[config.mk]
export PLATFORM = sky130hd
export DESIGN_NAME = tdc_digital_pll_loop_filter_core
export DESIGN_NICKNAME = d
export VERILOG_FILES = /design/src/rtl/tdcpll_pkg.sv /design/src/rtl/tdcpll_pi_div.sv /design/src/rtl/tdc_digital_pll_loop_filter_core.sv
export SDC_FILE = /design/constraint.sdc
export NUM_CORES = 2
export LEC_CHECK = 0
export BUFFER_PORTS_ARGS = -buffer_cell sky130_fd_sc_hd__buf_2
export CAP_MARGIN = 20
export CORE_ASPECT_RATIO = 1.1
export CORE_MARGIN = 2
export CORE_UTILIZATION = 40
export CTS_BUF_LIST = sky130_fd_sc_hd__clkbuf_8
export CTS_CLUSTER_DIAMETER = 30
export DETAILED_ROUTE_END_ITERATION = 7
export PLACE_DENSITY = 0.57
export SLEW_MARGIN = 20
export SYNTH_ARGS = -nofsm -noshare
export SYNTH_HDL_FRONTEND = slang
export SYNTH_SLANG_ARGS = --single-unit
[constraint.sdc]
create_clock -name clk -period 20.8 [get_ports clk]
set_input_delay 2.08 -clock clk [delete_from_list [all_inputs] [get_ports clk]]
set_output_delay 2.08 -clock clk [all_outputs]
set_load 0.01 [all_outputs]
[src/rtl/tdcpll_pkg.sv]
// Package for the TDC digital PLL loop filter: field widths, register reset values,
// register index codes, filter shift amounts and the constant-divisor reciprocals.
// No dependencies.
`default_nettype none

package tdcpll_pkg;

	// field widths
	localparam int STAMP_W   = 32;
	localparam int TARGET_W  = 31;
	localparam int FLIMIT_W  = 20;
	localparam int ILIMIT_W  = 20;
	localparam int DECIM_W   = 8;
	localparam int INTEG_W   = 21;
	localparam int CFG_IDX_W = 3;
	localparam int CFG_DAT_W = 32;

	// register reset values
	localparam logic [TARGET_W-1:0] TARGET_FREQ_RST = 31'd10000000;
	localparam logic [FLIMIT_W-1:0] FREQ_LIMIT_RST  = 20'd2000;
	localparam logic [ILIMIT_W-1:0] INTEG_LIMIT_RST = 20'd100000;
	localparam logic [STAMP_W-1:0]  PERIOD_MIN_RST  = 32'd1000;
	localparam logic [STAMP_W-1:0]  PERIOD_MAX_RST  = 32'd200000;
	localparam logic [DECIM_W-1:0]  APPLY_DECIM_RST = 8'd16;

	// register index codes
	localparam logic [CFG_IDX_W-1:0] CFG_TARGET_FREQ = 3'd0;
	localparam logic [CFG_IDX_W-1:0] CFG_FREQ_LIMIT  = 3'd1;
	localparam logic [CFG_IDX_W-1:0] CFG_INTEG_LIMIT = 3'd2;
	localparam logic [CFG_IDX_W-1:0] CFG_PERIOD_MIN  = 3'd3;
	localparam logic [CFG_IDX_W-1:0] CFG_PERIOD_MAX  = 3'd4;
	localparam logic [CFG_IDX_W-1:0] CFG_APPLY_DECIM = 3'd5;

	// filter shifts
	localparam int LOWPASS_SHIFT = 7;
	localparam int ACCUM_SHIFT   = 8;

	// x/20 = (x * 0xCCCCCCCD) >> 36, x/100 = (x * 0x51EB851F) >> 37, exact for 32-bit x
	localparam logic [31:0] P_RECIP       = 32'hCCCC_CCCD;
	localparam int          P_RECIP_SHIFT = 36;
	localparam logic [31:0] I_RECIP       = 32'h51EB_851F;
	localparam int          I_RECIP_SHIFT = 37;

	// quotient widths: 2^31/20 < 2^27, 2^21/100 < 2^15
	localparam int QP_W = 27;
	localparam int QI_W = 15;

	// magnitude quotients of the P and I terms, with their signs
	typedef struct packed {
		logic            neg_p;
		logic [QP_W-1:0] q_p;
		logic            neg_i;
		logic [QI_W-1:0] q_i;
	} pi_terms_t;

endpackage

`default_nettype wire

[src/rtl/tdcpll_pi_div.sv]
// Truncating division of the filtered error by 20 and the integrator by 100,
// done as reciprocal multiplies on magnitudes. Depends on tdcpll_pkg.
`default_nettype none

module tdcpll_pi_div (
	input  logic signed [31:0]                     err,
	input  logic signed [tdcpll_pkg::INTEG_W-1:0]  integ,
	output tdcpll_pkg::pi_terms_t                  terms
);

	logic [31:0]                    mag_p;
	logic [tdcpll_pkg::INTEG_W-1:0] mag_i;
	logic [63:0]                    prod_p;
	logic [tdcpll_pkg::INTEG_W+31:0] prod_i;

	always_comb begin
		// magnitudes; -2^31 maps to 2^31 as unsigned
		mag_p = err[31] ? (32'd0 - 32'(err)) : 32'(err);
		mag_i = integ[tdcpll_pkg::INTEG_W-1] ?
			(tdcpll_pkg::INTEG_W'(0) - tdcpll_pkg::INTEG_W'(integ)) :
			tdcpll_pkg::INTEG_W'(integ);
		prod_p = 64'(mag_p) * 64'(tdcpll_pkg::P_RECIP);
		prod_i = (tdcpll_pkg::INTEG_W + 32)'(mag_i) *
			(tdcpll_pkg::INTEG_W + 32)'(tdcpll_pkg::I_RECIP);
		terms.neg_p = err[31];
		terms.q_p   = prod_p[tdcpll_pkg::P_RECIP_SHIFT +: tdcpll_pkg::QP_W];
		terms.neg_i = integ[tdcpll_pkg::INTEG_W-1];
		terms.q_i   = prod_i[tdcpll_pkg::I_RECIP_SHIFT +: tdcpll_pkg::QI_W];
	end

endmodule

`default_nettype wire

[src/rtl/tdc_digital_pll_loop_filter_core.sv]
// Top level of the TDC digital PLL loop filter: six-stage datapath with config registers.
// Depends on tdcpll_pkg and tdcpll_pi_div.
// An accepted item passes the input register, then the six stages, before out_valid.
// Throughput: one item per cycle while out_stall is low; each piece of loop state is read
// and written in one stage only, so back-to-back edges meet no hazard stalls.
// Reset (arst_n low, asynchronous): pipe empty, loop state zero, freq word and config
// registers at their documented defaults.
`default_nettype none

module tdc_digital_pll_loop_filter_core (
	input  logic                                  clk,
	input  logic                                  arst_n,
	// edge events
	input  logic                                  in_valid,
	output logic                                  in_stall,
	input  logic                                  mode,
	input  logic [31:0]                           timestamp,
	// results
	output logic                                  out_valid,
	input  logic                                  out_stall,
	output logic signed [31:0]                    freq_word,
	output logic                                  freq_applied,
	output logic                                  sample_accepted,
	output logic                                  period_rejected,
	output logic signed [31:0]                    phase_delta,
	output logic signed [tdcpll_pkg::INTEG_W-1:0] integral_value,
	output logic signed [31:0]                    filtered_error,
	output logic [31:0]                           dds_edge_count,
	// register writes
	input  logic                                  cfg_valid,
	output logic                                  cfg_ready,
	input  logic [tdcpll_pkg::CFG_IDX_W-1:0]      cfg_index,
	input  logic [tdcpll_pkg::CFG_DAT_W-1:0]      cfg_data
);

	localparam int IW = tdcpll_pkg::INTEG_W;
	localparam logic signed [33:0] FREQ_SAT_MAX = 34'sd2147483647;

	// ---------------- configuration registers ----------------
	logic [tdcpll_pkg::TARGET_W-1:0] target_q;
	logic [tdcpll_pkg::FLIMIT_W-1:0] flim_q;
	logic [tdcpll_pkg::ILIMIT_W-1:0] ilim_q;
	logic [31:0]                     pmin_q;
	logic [31:0]                     pmax_q;
	logic [tdcpll_pkg::DECIM_W-1:0]  decim_q;

	assign cfg_ready = 1'b1;

	always_ff @(posedge clk or negedge arst_n) begin
		if (!arst_n) begin
			target_q <= tdcpll_pkg::TARGET_FREQ_RST;
			flim_q   <= tdcpll_pkg::FREQ_LIMIT_RST;
			ilim_q   <= tdcpll_pkg::INTEG_LIMIT_RST;
			pmin_q   <= tdcpll_pkg::PERIOD_MIN_RST;
			pmax_q   <= tdcpll_pkg::PERIOD_MAX_RST;
			decim_q  <= tdcpll_pkg::APPLY_DECIM_RST;
		end else if (cfg_valid && cfg_ready) begin
			unique case (cfg_index)
				tdcpll_pkg::CFG_TARGET_FREQ: target_q <= cfg_data[tdcpll_pkg::TARGET_W-1:0];
				tdcpll_pkg::CFG_FREQ_LIMIT:  flim_q   <= cfg_data[tdcpll_pkg::FLIMIT_W-1:0];
				tdcpll_pkg::CFG_INTEG_LIMIT: ilim_q   <= cfg_data[tdcpll_pkg::ILIMIT_W-1:0];
				tdcpll_pkg::CFG_PERIOD_MIN:  pmin_q   <= cfg_data[31:0];
				tdcpll_pkg::CFG_PERIOD_MAX:  pmax_q   <= cfg_data[31:0];
				tdcpll_pkg::CFG_APPLY_DECIM: decim_q  <= cfg_data[tdcpll_pkg::DECIM_W-1:0];
				default: ; // unused index, write dropped
			endcase
		end
	end

	// ---------------- pipe control ----------------
	// vld_q[k] marks stage register k full; stage 7 is the output register.
	// rdy[k]: register k can load this cycle. fire[k]: item leaves register k.
	logic [7:1] vld_q;
	logic [7:1] vld_in;
	logic [8:1] rdy;
	logic [7:1] fire;
	logic [7:1] load;

	assign vld_in = {vld_q[6:1], in_valid};

	always_comb begin
		rdy[8] = !out_stall;
		for (int k = 7; k >= 1; k--) begin
			rdy[k] = !vld_q[k] || rdy[k+1];
		end
		for (int k = 1; k <= 7; k++) begin
			fire[k] = vld_q[k] && rdy[k+1];
			load[k] = rdy[k] && vld_in[k];
		end
	end

	assign in_stall  = !rdy[1];
	assign out_valid = vld_q[7];

	// ---------------- loop state ----------------
	logic [31:0]                    dds_stamp_q;
	logic                           dds_seen_q;
	logic [31:0]                    ref_prev_q;
	logic                           ref_seen_q;
	logic [31:0]                    dds_cnt_q;
	logic signed [31:0]             last_delta_q;
	logic signed [31:0]             ef_q;
	logic [tdcpll_pkg::DECIM_W-1:0] apply_cnt_q;
	logic signed [IW-1:0]           integ_q;
	logic signed [31:0]             freq_q;

	// ---------------- stage registers ----------------
	logic                 mode_s1;
	logic [31:0]          ts_s1;

	logic                 eval_s2;
	logic [31:0]          period_s2;
	logic [31:0]          d_s2;
	logic [31:0]          cnt_s2;

	logic                 acc_s3, rej_s3;
	logic signed [31:0]   delta_s3, ld_s3;
	logic [31:0]          cnt_s3;

	logic                 acc_s4, rej_s4, app_s4;
	logic signed [31:0]   ef_s4, ld_s4;
	logic [31:0]          cnt_s4;

	logic                 rej_s5, acc_s5, app_s5;
	logic signed [31:0]   ef_s5, ld_s5;
	logic signed [IW-1:0] integ_s5;
	logic [31:0]          cnt_s5;

	logic                  rej_s6, acc_s6, app_s6;
	tdcpll_pkg::pi_terms_t terms_s6;
	logic signed [31:0]    ef_s6, ld_s6;
	logic signed [IW-1:0]  integ_s6;
	logic [31:0]           cnt_s6;

	logic signed [31:0]   freq_s7, ld_s7, ef_s7;
	logic                 app_s7, acc_s7, rej_s7;
	logic signed [IW-1:0] integ_s7;
	logic [31:0]          cnt_s7;

	// ---------------- stage A: stamps, period, raw phase ----------------
	// Only a reference edge with both a DDS edge and a prior reference edge behind it
	// is evaluated; every reference edge refreshes the stored stamp.
	logic [31:0] period_a, d_a, cnt_a;
	logic        eval_a;

	always_comb begin
		period_a = ts_s1 - ref_prev_q;
		d_a      = ts_s1 - dds_stamp_q;
		eval_a   = !mode_s1 && dds_seen_q && ref_seen_q;
		cnt_a    = mode_s1 ? (dds_cnt_q + 32'd1) : dds_cnt_q;
	end

	// ---------------- stage B: period window, phase fold ----------------
	logic               rej_b, acc_b, fold_b;
	logic [31:0]        half_b;
	logic signed [31:0] delta_b, ld_b;

	always_comb begin
		rej_b   = eval_s2 && ((period_s2 > pmax_q) || (period_s2 < pmin_q));
		acc_b   = eval_s2 && !rej_b;
		half_b  = {1'b0, period_s2[31:1]};
		// fold once when the phase lead exceeds half a period
		fold_b  = $signed(d_s2) > $signed(half_b);
		delta_b = fold_b ? $signed(d_s2 - period_s2) : $signed(d_s2);
		ld_b    = acc_b ? delta_b : last_delta_q;
	end

	// ---------------- stage C: low-pass, decimation count ----------------
	logic signed [32:0]             diff_c, step_c, f33_c;
	logic signed [31:0]             ef_c;
	logic [tdcpll_pkg::DECIM_W-1:0] cnt_nxt_c;
	logic                           app_c;

	always_comb begin
		// ef += floor((delta - ef) / 2^LOWPASS_SHIFT), arithmetic shift floors
		diff_c    = $signed({delta_s3[31], delta_s3}) - $signed({ef_q[31], ef_q});
		step_c    = diff_c >>> tdcpll_pkg::LOWPASS_SHIFT;
		f33_c     = $signed({ef_q[31], ef_q}) + step_c;
		ef_c      = acc_s3 ? $signed(f33_c[31:0]) : ef_q;
		cnt_nxt_c = apply_cnt_q + tdcpll_pkg::DECIM_W'(1);
		// a decimation of zero, or one lowered below the count, applies at once
		app_c     = acc_s3 && (cnt_nxt_c >= decim_q);
	end

	// ---------------- stage D: clamped integrator ----------------
	logic signed [32:0]   inc_d, sum_d, lim_d, clamp_d;
	logic signed [IW-1:0] integ_d;

	always_comb begin
		inc_d = $signed({ef_s4[31], ef_s4}) >>> tdcpll_pkg::ACCUM_SHIFT;
		sum_d = $signed({{(33-IW){integ_q[IW-1]}}, integ_q}) + inc_d;
		lim_d = $signed({{(33-tdcpll_pkg::ILIMIT_W){1'b0}}, ilim_q});
		if (sum_d > lim_d) begin
			clamp_d = lim_d;
		end else if (sum_d < -lim_d) begin
			clamp_d = -lim_d;
		end else begin
			clamp_d = sum_d;
		end
		integ_d = acc_s4 ? $signed(clamp_d[IW-1:0]) : integ_q;
	end

	// ---------------- stage E: P and I quotients ----------------
	tdcpll_pkg::pi_terms_t terms_e;

	tdcpll_pi_div u_pi_div (
		.err   (ef_s5),
		.integ (integ_s5),
		.terms (terms_e)
	);

	// ---------------- stage F: frequency word ----------------
	// freq = target - ef/20 - integ/100, clamped to target +/- limit and to int32.
	// The low bound is never below -2^20, so only the high bound needs saturating.
	logic signed [33:0] t_f, lim_f, hi_f, lo_f, p_f, i_f, raw_f, clamp_f;
	logic signed [31:0] freq_f;

	always_comb begin
		t_f   = $signed({3'b000, target_q});
		lim_f = $signed({{(34-tdcpll_pkg::FLIMIT_W){1'b0}}, flim_q});
		hi_f  = t_f + lim_f;
		if (hi_f > FREQ_SAT_MAX) begin
			hi_f = FREQ_SAT_MAX;
		end
		lo_f  = t_f - lim_f;
		p_f   = $signed({{(34-tdcpll_pkg::QP_W){1'b0}}, terms_s6.q_p});
		i_f   = $signed({{(34-tdcpll_pkg::QI_W){1'b0}}, terms_s6.q_i});
		if (terms_s6.neg_p) begin
			p_f = -p_f;
		end
		if (terms_s6.neg_i) begin
			i_f = -i_f;
		end
		raw_f = t_f - p_f - i_f;
		if (raw_f > hi_f) begin
			clamp_f = hi_f;
		end else if (raw_f < lo_f) begin
			clamp_f = lo_f;
		end else begin
			clamp_f = raw_f;
		end
		freq_f = app_s6 ? $signed(clamp_f[31:0]) : freq_q;
	end

	// ---------------- control and loop state registers ----------------
	always_ff @(posedge clk or negedge arst_n) begin
		if (!arst_n) begin
			vld_q        <= '0;
			dds_stamp_q  <= '0;
			dds_seen_q   <= 1'b0;
			ref_prev_q   <= '0;
			ref_seen_q   <= 1'b0;
			dds_cnt_q    <= '0;
			last_delta_q <= '0;
			ef_q         <= '0;
			apply_cnt_q  <= '0;
			integ_q      <= '0;
			freq_q       <= $signed({1'b0, tdcpll_pkg::TARGET_FREQ_RST});
		end else begin
			for (int k = 1; k <= 7; k++) begin
				if (rdy[k]) begin
					vld_q[k] <= vld_in[k];
				end
			end
			if (fire[1]) begin
				if (mode_s1) begin
					dds_stamp_q <= ts_s1;
					dds_seen_q  <= 1'b1;
					dds_cnt_q   <= cnt_a;
				end else begin
					ref_prev_q <= ts_s1;
					ref_seen_q <= 1'b1;
				end
			end
			if (fire[2] && acc_b) begin
				last_delta_q <= delta_b;
			end
			if (fire[3] && acc_s3) begin
				ef_q        <= ef_c;
				apply_cnt_q <= app_c ? '0 : cnt_nxt_c;
			end
			if (fire[4] && acc_s4) begin
				integ_q <= integ_d;
			end
			if (fire[6] && app_s6) begin
				freq_q <= freq_f;
			end
		end
	end

	// ---------------- stage payload registers ----------------
	always_ff @(posedge clk) begin
		if (load[1]) begin
			mode_s1 <= mode;
			ts_s1   <= timestamp;
		end
		if (load[2]) begin
			eval_s2   <= eval_a;
			period_s2 <= period_a;
			d_s2      <= d_a;
			cnt_s2    <= cnt_a;
		end
		if (load[3]) begin
			acc_s3   <= acc_b;
			rej_s3   <= rej_b;
			delta_s3 <= delta_b;
			ld_s3    <= ld_b;
			cnt_s3   <= cnt_s2;
		end
		if (load[4]) begin
			acc_s4 <= acc_s3;
			rej_s4 <= rej_s3;
			app_s4 <= app_c;
			ef_s4  <= ef_c;
			ld_s4  <= ld_s3;
			cnt_s4 <= cnt_s3;
		end
		if (load[5]) begin
			acc_s5   <= acc_s4;
			rej_s5   <= rej_s4;
			app_s5   <= app_s4;
			ef_s5    <= ef_s4;
			integ_s5 <= integ_d;
			ld_s5    <= ld_s4;
			cnt_s5   <= cnt_s4;
		end
		if (load[6]) begin
			acc_s6   <= acc_s5;
			rej_s6   <= rej_s5;
			app_s6   <= app_s5;
			terms_s6 <= terms_e;
			ef_s6    <= ef_s5;
			integ_s6 <= integ_s5;
			ld_s6    <= ld_s5;
			cnt_s6   <= cnt_s5;
		end
		if (load[7]) begin
			freq_s7  <= freq_f;
			app_s7   <= app_s6;
			acc_s7   <= acc_s6;
			rej_s7   <= rej_s6;
			ld_s7    <= ld_s6;
			integ_s7 <= integ_s6;
			ef_s7    <= ef_s6;
			cnt_s7   <= cnt_s6;
		end
	end

	assign freq_word       = freq_s7;
	assign freq_applied    = app_s7;
	assign sample_accepted = acc_s7;
	assign period_rejected = rej_s7;
	assign phase_delta     = ld_s7;
	assign integral_value  = integ_s7;
	assign filtered_error  = ef_s7;
	assign dds_edge_count  = cnt_s7;

	// ---------------- assertions ----------------
	a_in_lands: assert property (@(posedge clk) disable iff (!arst_n)
		(in_valid && !in_stall) |=> vld_q[1])
		else $error("accepted item did not reach the input register");

	a_cnt_clears: assert property (@(posedge clk) disable iff (!arst_n)
		(fire[3] && app_c) |=> (apply_cnt_q == '0))
		else $error("decimation count not cleared after a word update");

	a_dds_count: assert property (@(posedge clk) disable iff (!arst_n)
		(fire[1] && mode_s1) |=> (dds_cnt_q == $past(dds_cnt_q) + 32'd1))
		else $error("DDS edge count did not step");

	a_apply_needs_accept: assert property (@(posedge clk) disable iff (!arst_n)
		out_valid |-> (!freq_applied || sample_accepted))
		else $error("word update without an accepted sample");

	a_flags_exclusive: assert property (@(posedge clk) disable iff (!arst_n)
		out_valid |-> !(sample_accepted && period_rejected))
		else $error("sample both accepted and rejected");

endmodule

`default_nettype wire

==> flow_summary_export.csv <==
group,metric,value,unit
routing,num_vias,56987,
yosys,synthAdderAreaFrac,0.309,
die,die_h,489,um
setup_path,critPathMaxStageDelay,660,ps
timing,max_freq,0.0798,GHz
yosys,yosys.area.top_type,"edfxtp_1",
clock_tree,cts_hold_buf,0,
clock_tree,cts-htree-levels,4,
timing,finalHoldViolCount,0,
final_layout,final_cell_area,96100,um2
yosys,synthMuxAreaShare,0.0282,
routing,via_per_inst,5.09,
yosys,yosysUniqueCellTypes,82,
yosys,synth_top_family_by_area,"adder cells",
job,drv_cap,0,
yosys,yosysWarnings,0,
routing,final_antenna_net_count,0,
clock_tree,cts_setup_buffers,0,
grt,grt_max_degree,142,
timing,period_minus_slack,12520,ps
yosys,ys_ff_latch,1134,
clock_tree,post_cts_resized,0,
yosys,ys_async_sr_fraction,0.329,
timing,rsz0062_at_grt,"no",
setup_path,endpoint_kind,"flip-flop",
placement,io_buffers,226,
setup_path,cpMostUsedCell,"inv_1",
final_layout,largest-register,"terms_s6",
clock_tree,clockBufferDepth,3,
yosys,synth_xor_area_frac,0.0439,
setup_path,worstPathRequired,21470,ps
clock_tree,cts_tree,"yes",
final_layout,area_growth,12.1,%
yosys,syn_area_per_cell,11.0,um2
outcome,status,"completed",
clock_tree,cts_buffers,236,
yosys,synth-main-ff-cell,"edfxtp_1",
yosys,netlist_area,85700,um2
placement,place_area,90300,um2
timing,setup_viol,0,
yosys,synth.top_cell.area_share,0.267,
setup_path,cpLargestDelayFamily,"adder cells",
yosys,yosys.cell_count.top_type,"inv_1",
placement,place_congestion,0.973,
grt,met2_usage,0.367,
die,coreArea,213000,um2
yosys,ys_seq_area_frac,0.376,
min_path,hp-class,"flip-flop to flip-flop",
placement,dp.final_hpwl,189000,um
setup_path,crit_type,"flip-flop to flip-flop",
grt,grtUsageMet3,0.0335,
setup_path,cp.arrival,13190,ps
setup_path,cp_max_fo,13,
die,die_x,445,um
yosys,netlist_top_cells_area,"edfxtp_1, fa_1, ha_1",
yosys,netlist_top_cells_count,"inv_1, ha_1, edfxtp_1",
clock_tree,clock_sinks,1134,
setup_path,slowest_stage,"o21ai_1",
grt,met1_usage,0.274,
timing,worst_pin_slew,1070,ps
yosys,synth_edf_count,761,
timing,fin_skew,114,ps
final_layout,nets,9966,
final_layout,regArea,32200,um2
routing,detail_route.first_pass.iterations,7,
die,initial_utilization,0.402,
routing,drcViolationCount,0,
clock_tree,cts-root-buf,"clkbuf_8",
setup_path,worst-path-buf-inv,7,
setup_path,worstSetupStartpointType,"flip-flop",
clock_tree,clk_latency,1010,ps
grt,grt_util_all_layers,0.214,
timing,fin_crit_sh,0.602,
timing,max_slew_margin,0.281,
final_layout,drive_above_1_share,0.110,
die,die_area,218000,um2
grt,antenna_found_initial,28,
final_layout,multi_input_area,47700,um2
grt,overflow,0,
routing,wl_per_cell,20.7,um
final_layout,fill_cells,20017,
grt,grt_pass1_wl,354000,um
yosys,postSynthCellCount,7810,
grt,grt_pass1_vias,59374,
timing,drv_slew,0,
die,io_pins,228,
yosys,synth_compound_area_frac,0.0995,
clock_tree,clk_pin_slew,70,ps
grt,grt-busiest-layer,"met2",
routing,drtIter0Drc,3298,
final_layout,largest_reg_flops,44,
timing,tns,0,ps
yosys,yosys.area_share.simple,0.0749,
die,fp-row-count,178,
routing,wirelength,232000,um
==> path summary, 6_finish.rpt <==
| path | endpoint | depth (start not counted) | slack [ps] | from |
|---|---|---|---|---|
| max | terms_s6[41]$_DFFE_PP_ | 38 | 8280 | ef_s5[0]$_DFFE_PP_ |
| min | phase_delta[22]$_DFFE_PP_ | 0 | 370 | ld_s6[22]$_DFFE_PP_ |
| max reg2reg | terms_s6[41]$_DFFE_PP_ | 38 | 8280 | ef_s5[0]$_DFFE_PP_ |
| min reg2reg | phase_delta[22]$_DFFE_PP_ | 0 | 370 | ld_s6[22]$_DFFE_PP_ |
| max in group asynchronous | freq_q[25]$_DFFE_PN0P_ | 3 | 17560 | arst_n |
| min in group asynchronous | dds_cnt_q[14]$_DFFE_PN0P_ | 1 | 1010 | arst_n |
==> layout make-up <==
class                           count  share of cell area
Tap cell                         2790              0.0363
Sequential cell                  1134               0.335
Clock inverter                    188              0.0223
Multi-Input combinational cell   5123               0.496
Antenna cell                        9            0.000234
Clock buffer                      266              0.0381
Timing Repair Buffer              282              0.0165
Inverter                         1402              0.0548
==> per-layer routing <==
metal | wire length (um) | share of wire | vias up
met3 | 9930 | 0.043 | 340
met2 | 113000 | 0.49 | 1209
met1 | 100000 | 0.43 | 28198
li1 | - | - | 27224
met4 | 7920 | 0.034 | 16
met5 | 97 | 0.00042 | -
==> cell families (layout without fill, tap and decap cells) <==
family                   count (synthesis)  after routing
buffers and inverters                 1554           2138
multiplexers                           219            219
flip-flops                            1134           1134
XOR/XNOR                               429            429
adder cells (fa/ha/maj)               1714           1714
other                                    1             11
AO/OA/AOI/OAI                         1389           1389
AND/OR/NAND/NOR                       1370           1370
==> placed cells by master, fill, tap and decap left out, types with 24 or more instances in the layout <==
cell        instances
a211oi_1           36
a21boi_0           26
a21o_1            198
a21oi_1           376
a31oi_1            34
and3_1             45
buf_2             225
buf_4              54
bufinv_16          32
clkbuf_8          266
clkinv_2           30
clkinvlp_4         27
dfrtp_1           332
dfstp_2            41
edfxtp_1          761
fa_1              669
ha_1             1045
inv_1            1449
mux2_2            149
mux2i_1            62
nand2_1           459
nand2b_1           64
nand3_1            87
nand4_1            61
nor2_1            367
nor2b_1            72
nor3_1             62
nor4_1             24
o21a_1             63
o21ai_0           440
o21bai_1           32
o31ai_1            31
or3_1              27
xnor2_1           313
xor2_1            115
==> worst register-to-register path: cells and delay by family (launching register included) <==
kind,cells,cell delay (ps)
buffers and inverters,7,480
xor gates and xnor gates,2,480
and+or+nand+nor,9,3210
adders and majority gates,10,4250
DFF,1,640
AOI/OAI and AO/OA,10,3200
==> stage by stage <==
step	hold WS, ps	util	worst slack [ps]	instances
after floorplan	400	-	10210	7811
after detailed placement	405	0.423	8100	10730
after global placement	401	0.423	8170	10730
after global routing	378	0.450	7620	11189
after CTS	366	0.450	7970	11184
final	372	0.450	8280	11194
Power is not shown: default switching activity piles up to over one toggle a cycle in this logic, so the estimate is an artifact.
